`src/hdl/mbrtu_pkg.sv`:
```
`timescale 1ns / 1ps
`default_nettype none

package mbrtu_pkg;

  // frame store depth, 8 to 256
  localparam int BUFFER_BYTES = 256;
  localparam int ADDR_W       = $clog2(BUFFER_BYTES);
  localparam int CNT_W        = 9;

  localparam logic [CNT_W-1:0] BUF_LIMIT = CNT_W'(BUFFER_BYTES);
  localparam logic [CNT_W-1:0] MIN_FRAME = CNT_W'(4);

  localparam logic [15:0] CRC_START = 16'hFFFF;
  localparam logic [15:0] CRC_POLY  = 16'hA001;

  localparam logic [7:0] OWN_ADDR_RESET = 8'h01;

  // input item kinds
  localparam logic [1:0] KIND_BYTE = 2'd0;
  localparam logic [1:0] KIND_GAP  = 2'd1;
  localparam logic [1:0] KIND_READ = 2'd2;

  // result kinds
  localparam logic RES_VERDICT = 1'b0;
  localparam logic RES_READ    = 1'b1;

  // verdict status codes
  localparam logic [1:0] STATUS_OK    = 2'd0;
  localparam logic [1:0] STATUS_SHORT = 2'd1;
  localparam logic [1:0] STATUS_CRC   = 2'd2;
  localparam logic [1:0] STATUS_ADDR  = 2'd3;

  typedef enum logic [3:0] {
    RX_INIT  = 4'b0001,
    RX_IDLE  = 4'b0010,
    RX_RCV   = 4'b0100,
    RX_ERROR = 4'b1000
  } rx_state_t;

  typedef struct packed {
    logic             result_kind;
    logic [1:0]       status;
    logic [CNT_W-1:0] frame_length;
    logic [7:0]       function_code;
    logic             broadcast;
    logic [7:0]       read_data;
  } result_t;

  // one byte through the reflected Modbus CRC-16
  function automatic logic [15:0] crc_fold(input logic [15:0] crc, input logic [7:0] b);
    logic [15:0] c;
    c = crc ^ {8'h00, b};
    for (int k = 0; k < 8; k++) begin
      if (c[0]) begin
        c = (c >> 1) ^ CRC_POLY;
      end else begin
        c = c >> 1;
      end
    end
    return c;
  endfunction

endpackage

`default_nettype wire

```
`src/hdl/mbrtu_if.sv`:
```
`timescale 1ns / 1ps
`default_nettype none

interface mbrtu_in_if;
  logic       valid;
  logic       ready;
  logic [1:0] kind;
  logic [7:0] rx_byte;
  logic [7:0] read_index;

  modport source (output valid, kind, rx_byte, read_index, input ready);
  modport sink (input valid, kind, rx_byte, read_index, output ready);
endinterface

interface mbrtu_out_if;
  logic       valid;
  logic       ready;
  logic       result_kind;
  logic [1:0] status;
  logic [8:0] frame_length;
  logic [7:0] function_code;
  logic       broadcast;
  logic [7:0] read_data;

  modport source (output valid, result_kind, status, frame_length, function_code, broadcast,
                  read_data, input ready);
  modport sink (input valid, result_kind, status, frame_length, function_code, broadcast,
                read_data, output ready);
endinterface

`default_nettype wire

```
`src/hdl/modbus_rtu_frame_receiver_unit.sv`:
```
`timescale 1ns / 1ps
`default_nettype none

// Modbus RTU receive framer. Each input transfer is a received byte, a gap-timer
// expiry or a frame store read; one transfer is taken every clock cycle unless the
// output stalls. Bytes are ignored after reset until the first gap. A gap that
// closes a frame yields a verdict (ok, too short, CRC bad, address mismatch) with
// length, function code and broadcast flag; a read yields the stored byte. Results
// pass through the stage register (state update, registered frame store read) and
// then the output register; together they let a new item in while a result waits
// to be taken. own_address is loaded via cfg_we.
module modbus_rtu_frame_receiver_unit
  import mbrtu_pkg::*;
(
  input  wire logic       clk,
  input  wire logic       rst_n,
  input  wire logic       cfg_we,
  input  wire logic [7:0] cfg_wdata,
  mbrtu_in_if.sink        in_chan,
  mbrtu_out_if.source     out_chan
);

  logic [7:0] mem [BUFFER_BYTES];

  rx_state_t        state_r, state_nxt;
  logic [CNT_W-1:0] count_r, count_nxt;
  logic [15:0]      crc_r, crc_nxt;
  logic [7:0]       addr_r, addr_nxt;
  logic [7:0]       func_r, func_nxt;
  logic [7:0]       own_addr_r;

  logic              s1_valid_r, s1_valid_nxt;
  result_t           s1_res_r, s1_res_nxt;
  logic              s1_rd_sel_r, s1_rd_sel_nxt;
  logic [7:0]        mem_q_r;

  logic    out_valid_r;
  result_t out_res_r;

  logic              accept;
  logic              s1_adv;
  logic              wr_en;
  logic [ADDR_W-1:0] wr_addr;
  logic              rd_en;
  logic [1:0]        verdict;
  result_t           s1_out;

  assign s1_adv         = !out_valid_r || out_chan.ready;
  assign in_chan.ready  = !s1_valid_r || s1_adv;
  assign accept         = in_chan.valid && in_chan.ready;
  assign rd_en          = accept && (in_chan.kind == KIND_READ);

  always_comb begin
    if (count_r < MIN_FRAME) begin
      verdict = STATUS_SHORT;
    end else if (crc_r != 16'h0000) begin
      verdict = STATUS_CRC;
    end else if (addr_r != own_addr_r && addr_r != 8'h00) begin
      verdict = STATUS_ADDR;
    end else begin
      verdict = STATUS_OK;
    end
  end

  always_comb begin
    state_nxt     = state_r;
    count_nxt     = count_r;
    crc_nxt       = crc_r;
    addr_nxt      = addr_r;
    func_nxt      = func_r;
    wr_en         = 1'b0;
    wr_addr       = count_r[ADDR_W-1:0];
    s1_valid_nxt  = 1'b0;
    s1_res_nxt    = '0;
    s1_rd_sel_nxt = 1'b0;

    if (accept) begin
      case (in_chan.kind)
        KIND_BYTE: begin
          unique case (state_r)
            RX_IDLE: begin
              wr_en     = 1'b1;
              wr_addr   = '0;
              addr_nxt  = in_chan.rx_byte;
              func_nxt  = 8'h00;
              count_nxt = CNT_W'(1);
              crc_nxt   = crc_fold(CRC_START, in_chan.rx_byte);
              state_nxt = RX_RCV;
            end
            RX_RCV: begin
              if (count_r < BUF_LIMIT) begin
                wr_en     = 1'b1;
                count_nxt = count_r + CNT_W'(1);
                crc_nxt   = crc_fold(crc_r, in_chan.rx_byte);
                if (count_r == CNT_W'(1)) begin
                  func_nxt = in_chan.rx_byte;
                end
              end else begin
                // overflow: frame gets dropped at the next gap
                state_nxt = RX_ERROR;
              end
            end
            RX_INIT, RX_ERROR: begin
            end
            default: begin
            end
          endcase
        end
        KIND_GAP: begin
          if (state_r == RX_RCV) begin
            s1_valid_nxt             = 1'b1;
            s1_res_nxt.result_kind   = RES_VERDICT;
            s1_res_nxt.status        = verdict;
            s1_res_nxt.frame_length  = count_r;
            s1_res_nxt.function_code = func_r;
            s1_res_nxt.broadcast     = (addr_r == 8'h00);
          end
          state_nxt = RX_IDLE;
        end
        KIND_READ: begin
          s1_valid_nxt           = 1'b1;
          s1_res_nxt.result_kind = RES_READ;
          s1_rd_sel_nxt          = ({1'b0, in_chan.read_index} < BUF_LIMIT);
        end
        default: begin
        end
      endcase
    end
  end

  always_ff @(posedge clk) begin
    if (wr_en) begin
      mem[wr_addr] <= in_chan.rx_byte;
    end
    if (rd_en) begin
      mem_q_r <= mem[in_chan.read_index[ADDR_W-1:0]];
    end
  end

  always_ff @(posedge clk) begin
    if (!rst_n) begin
      state_r    <= RX_INIT;
      count_r    <= '0;
      crc_r      <= CRC_START;
      addr_r     <= 8'h00;
      func_r     <= 8'h00;
      own_addr_r <= OWN_ADDR_RESET;
    end else begin
      state_r <= state_nxt;
      count_r <= count_nxt;
      crc_r   <= crc_nxt;
      addr_r  <= addr_nxt;
      func_r  <= func_nxt;
      if (cfg_we) begin
        own_addr_r <= cfg_wdata;
      end
    end
  end

  // stage register: loaded on every input transfer, held while the output stalls
  always_ff @(posedge clk) begin
    if (!rst_n) begin
      s1_valid_r <= 1'b0;
    end else if (in_chan.ready) begin
      s1_valid_r <= s1_valid_nxt;
    end
  end

  always_ff @(posedge clk) begin
    if (accept) begin
      s1_res_r    <= s1_res_nxt;
      s1_rd_sel_r <= s1_rd_sel_nxt;
    end
  end

  always_comb begin
    s1_out           = s1_res_r;
    s1_out.read_data = s1_rd_sel_r ? mem_q_r : 8'h00;
  end

  always_ff @(posedge clk) begin
    if (!rst_n) begin
      out_valid_r <= 1'b0;
    end else if (s1_adv) begin
      out_valid_r <= s1_valid_r;
    end
  end

  always_ff @(posedge clk) begin
    if (s1_adv && s1_valid_r) begin
      out_res_r <= s1_out;
    end
  end

  assign out_chan.valid         = out_valid_r;
  assign out_chan.result_kind   = out_res_r.result_kind;
  assign out_chan.status        = out_res_r.status;
  assign out_chan.frame_length  = out_res_r.frame_length;
  assign out_chan.function_code = out_res_r.function_code;
  assign out_chan.broadcast     = out_res_r.broadcast;
  assign out_chan.read_data     = out_res_r.read_data;

endmodule

`default_nettype wire

```
`src/flat_wrapper.sv`:
```
// flat-port wrapper written by rule: the top's interface ports become plain ports
module modbus_rtu_frame_receiver_unit_flat import mbrtu_pkg::*;
  (clk, rst_n, cfg_we, cfg_wdata, in_chan_valid, in_chan_kind, in_chan_rx_byte, in_chan_read_index, in_chan_ready, out_chan_valid, out_chan_result_kind, out_chan_status, out_chan_frame_length, out_chan_function_code, out_chan_broadcast, out_chan_read_data, out_chan_ready);
  mbrtu_in_if in_chan_i ();
  mbrtu_out_if out_chan_i ();
  input  wire logic clk;
  input  wire logic rst_n;
  input  wire logic cfg_we;
  input  wire logic [7:0] cfg_wdata;
  input wire logic [$bits(in_chan_i.valid)-1:0] in_chan_valid;
  input wire logic [$bits(in_chan_i.kind)-1:0] in_chan_kind;
  input wire logic [$bits(in_chan_i.rx_byte)-1:0] in_chan_rx_byte;
  input wire logic [$bits(in_chan_i.read_index)-1:0] in_chan_read_index;
  output wire logic [$bits(in_chan_i.ready)-1:0] in_chan_ready;
  output wire logic [$bits(out_chan_i.valid)-1:0] out_chan_valid;
  output wire logic [$bits(out_chan_i.result_kind)-1:0] out_chan_result_kind;
  output wire logic [$bits(out_chan_i.status)-1:0] out_chan_status;
  output wire logic [$bits(out_chan_i.frame_length)-1:0] out_chan_frame_length;
  output wire logic [$bits(out_chan_i.function_code)-1:0] out_chan_function_code;
  output wire logic [$bits(out_chan_i.broadcast)-1:0] out_chan_broadcast;
  output wire logic [$bits(out_chan_i.read_data)-1:0] out_chan_read_data;
  input wire logic [$bits(out_chan_i.ready)-1:0] out_chan_ready;
  assign in_chan_i.valid = in_chan_valid;
  assign in_chan_i.kind = in_chan_kind;
  assign in_chan_i.rx_byte = in_chan_rx_byte;
  assign in_chan_i.read_index = in_chan_read_index;
  assign in_chan_ready = in_chan_i.ready;
  assign out_chan_valid = out_chan_i.valid;
  assign out_chan_result_kind = out_chan_i.result_kind;
  assign out_chan_status = out_chan_i.status;
  assign out_chan_frame_length = out_chan_i.frame_length;
  assign out_chan_function_code = out_chan_i.function_code;
  assign out_chan_broadcast = out_chan_i.broadcast;
  assign out_chan_read_data = out_chan_i.read_data;
  assign out_chan_i.ready = out_chan_ready;
  modbus_rtu_frame_receiver_unit u_core (.clk(clk), .rst_n(rst_n), .cfg_we(cfg_we), .cfg_wdata(cfg_wdata), .in_chan(in_chan_i), .out_chan(out_chan_i));
endmodule
```
`config.mk`:
```
export PLATFORM = sky130hd
export DESIGN_NAME = modbus_rtu_frame_receiver_unit_flat
export DESIGN_NICKNAME = d
export VERILOG_FILES = /design/src/hdl/mbrtu_pkg.sv /design/src/hdl/mbrtu_if.sv /design/src/hdl/modbus_rtu_frame_receiver_unit.sv /design/src/flat_wrapper.sv
export SDC_FILE = /design/constraint.sdc
export NUM_CORES = 2
export LEC_CHECK = 0
export BUFFER_PORTS_ARGS = -buffer_cell sky130_fd_sc_hd__clkbuf_2
export CAP_MARGIN = 20
export CORE_MARGIN = 8
export CORE_UTILIZATION = 45
export DETAILED_ROUTE_END_ITERATION = 16
export GPL_ROUTABILITY_DRIVEN = 0
export HOLD_SLACK_MARGIN = 0.12
export PLACE_DENSITY_LB_ADDON = 0.15
export SLEW_MARGIN = 10
export SYNTH_ARGS = -nofsm -noshare
export SYNTH_HDL_FRONTEND = slang
export SYNTH_SLANG_ARGS = --single-unit
```
`constraint.sdc`:
```
create_clock -name clk -period 2.65 [get_ports clk]
set_clock_uncertainty 0.2 [all_clocks]
set_input_delay 0.265 -clock clk [delete_from_list [all_inputs] [get_ports clk]]
set_output_delay 0.265 -clock clk [all_outputs]
set_load 0.005 [all_outputs]
```
==> results.sh <==
export IMPL_cts_tree="done"
export IMPL_final_area_um2=102900
export IMPL_coreArea_um2=187200
export IMPL_htree_levels=4
export IMPL_drv_slew=0
export IMPL_yosysMostFrequentCell="edfxtp_1"
export IMPL_violations="setup timing"
export IMPL_cpLargestDelayFamily="multiplexers"
export IMPL_worst_path_buf_inv=1
export IMPL_synth_area_um2=84570
export IMPL_grt_max_degree=167
export IMPL_synth_area_top_cells="edfxtp_1 75%, mux4_2 14%, mux2i_1 1.4%"
export IMPL_avgSynthCellArea_um2=20.73
export IMPL_rows=159
export IMPL_seq_area_um2=64350
export IMPL_required_ps=3040
export IMPL_port_buffers=61
export IMPL_antenna_found_initial=3
export IMPL_total_power_mw=71.40
export IMPL_die_x_um=449.5
export IMPL_critPathArrivalTime_ps=3160
export IMPL_netlist_instances=4080
export IMPL_fin_nets=5035
export IMPL_synth_nets=4116
export IMPL_ios=62
export IMPL_routed_wirelength_um=228700
export IMPL_crit_fanout=1
export IMPL_ys_seq_area_share_pct=76.08
export IMPL_slowest_stage="mux4_2"
export IMPL_power_leakage_nw=33.95
export IMPL_synth_edf_count=2106
export IMPL_multi_input_area_um2=19590
export IMPL_max_stage_delay_ps=540
export IMPL_crit_top_cell="mux4_2"
export IMPL_die_y_um=449.5
export IMPL_cts_sinks=2161
export IMPL_vias=43860
export IMPL_synthTopCellsByCount="2106 x edfxtp_1, 528 x mux4_2, 307 x nor2_1"
export IMPL_drtAntennaViolNets=0
export IMPL_worst_pin_slew_ps=920.0
export IMPL_viasPerCell=5.716
export IMPL_p_per_area_nw_per_um2=694.0
export IMPL_tns_ps=-120.9
export IMPL_n_fill_cell=14320
export IMPL_synth_top_flop_cell="edfxtp_1"
export IMPL_track_usage_pct=22.12
export IMPL_crit_type="reg -> reg"
export IMPL_yosysTopAreaCellShare_pct=74.78
export IMPL_worstSkewPairLatency_ps=860
export IMPL_yosys_area_top_type="edfxtp_1"
export IMPL_max_freq_mhz=360.9
export IMPL_async_flop_share_pct=0
export IMPL_slew_limit_headroom_pct=38.67
export IMPL_status="complete, but fails checks"
export IMPL_synth_distinct_cells=62
export IMPL_yosys_warnings=0
export IMPL_max_vdd_ir_drop_mv=0.7305
export IMPL_cts_buffers_inserted=218
export IMPL_crit_chain="mux4_2 -> mux4_2 -> a32o_2 -> o41ai_4 -> buf_12 -> a211oi_2"
export IMPL_drt_iter0_markers=4122
export IMPL_drv_cap=0
export IMPL_die_area_um2=202100
export IMPL_setup_violations=1
export IMPL_firstDrtPassIters=5
export IMPL_hpwl_um=148700
export IMPL_fin_crit_ps=2771
export IMPL_root_buffer="clkbuf_16"
export IMPL_drive_above_1_share_pct=36.68
export IMPL_fin_crit_sh_pct=104.6
export IMPL_utilization_pct=54.96
export IMPL_start_kind="flop"
export IMPL_hold_viol=0
export IMPL_placed_area_um2=94320
export IMPL_end_kind="flop"
export IMPL_grt_pass1_vias=45060
export IMPL_syn_to_final_growth_pct=21.65
export IMPL_holdCritPathClass="in -> reg"
export IMPL_ctsLongestPathBuffers=3
export IMPL_grt_pass1_wl_um=327100
export IMPL_wire_per_inst_um=29.80
export IMPL_overflow=0
export IMPL_cts_clk_slew_worst_paths_ps=60
export IMPL_start_util_pct=45.18
export IMPL_rsz0062_at_grt="true"
export IMPL_setup_slack_ps=-120.9
export IMPL_ys_ff_latch=2161
export IMPL_drc=0
export IMPL_place_ws_ps=-1124
==> routing by layer <==
layer,up-vias,part of all wire (%),global-route usage (%)
met5,-,0,0
met4,0,2.7,6.093
met3,323,5.9,3.341
met2,1464,50,36.77
met1,23430,42,30.74
li1,18640,-,-
==> worst min-delay path, stage by stage <==
cell	delay (ps)
dlymetal6s4s_1	320
buf_8	180
buf_12	210
==> registers in the layout (all words and copies together), names as in the netlist <==
signal / flops
u_core.mem: 2048
u_core.s1_out: 21
u_core.crc_r: 16
u_core.count_r: 9
u_core.out_chan.frame_length: 9
u_core.addr_r: 8
u_core.func_r: 8
u_core.mem_q_r: 8
u_core.out_chan.function_code: 8
u_core.out_chan.read_data: 8
u_core.own_addr_r: 8
u_core.state_r: 4
u_core.out_chan.status: 2
u_core.out_chan.broadcast: 1
u_core.out_chan.result_kind: 1
u_core.out_chan.valid: 1
u_core.s1_valid_r: 1
==> cell families (layout without fill, tap and decap cells) <==
logic type	count (synthesis)	count (layout)	synth area share [%]
other cells	0	4	0
mux	684	684	16.01
simple gates	708	709	3.727
flops	2161	2161	76.08
compound gates	224	224	1.883
xor+xnor	48	48	0.5134
buf+inv	250	1343	1.712
fa+ha+maj	5	5	0.07397
==> final timing paths <==
kind,startpoint,to,slack (ps),cells past startpoint
worst max register to register,u_core.mem[248][0]$_DFFE_PP_,u_core.mem_q_r[0]$_DFFE_PP_,-120,6
worst max-delay path,u_core.mem[248][0]$_DFFE_PP_,u_core.mem_q_r[0]$_DFFE_PP_,-120,6
worst min register to register,u_core.s1_out[22]$_SDFFCE_PP0N_,u_core.out_chan.frame_length[5]$_DFFE_PP_,220,0
worst min-delay path,in_chan_rx_byte[2],u_core.mem[237][2]$_DFFE_PP_,180,3
==> final cells by class <==
class | count | area share, %
Sequential cell | 2161 | 62.55
Multi-Input combinational cell | 1670 | 19.04
Timing Repair Buffer | 940 | 8.635
Clock buffer | 270 | 5.605
Tap cell | 2495 | 3.034
Clock inverter | 125 | 1.098
Inverter | 8 | 0.03162
Antenna cell | 4 | 0.009729
==> where the power goes <==
group	switching, mW	internal (mW)	total, mW
clock	12.9	17.0	29.9
sequential	0.0280	37.5	37.5
combinational	2.22	1.71	3.94
total	15.2	56.2	71.4
==> stage by stage <==
step           std cells  hold WS (ps)
3_5_place_dp        7202         205.4
5_1_grt             7670         173.8
4_1_cts             7654         150.4
2_1_floorplan       4080         163.9
6_report            7673         183.9
3_3_place_gp        7202         205.3
==> layout by cell type, fill, tap and decap left out, types with 24 or more instances in the layout <==
cell           instances
clkinv_1              58
nand2_1              168
mux2i_1              118
clkinv_2              31
o211ai_1              24
buf_12               123
clkbuf_16            225
a211oi_1              26
buf_6                 34
nor2_1               218
mux2_2                32
nand3_1               61
nor2_4                32
o22ai_1               31
edfxtp_1            2106
clkbuf_1              46
buf_4                662
nor2b_1               44
clkbuf_2              49
nor2_2                57
mux4_2               529
dlygate4sd3_1         55
dfxtp_1               49
==> what timing repair did <==
item,CTS,global route
gates resized for setup,99,138
hold buffers,56,0
setup endpoints to repair,452,842
pin swaps,7,32
buffers inserted,1,14
endpoints found under the hold margin,1666,0
cloned,0,3
Power figures use the tool's default switching activity.
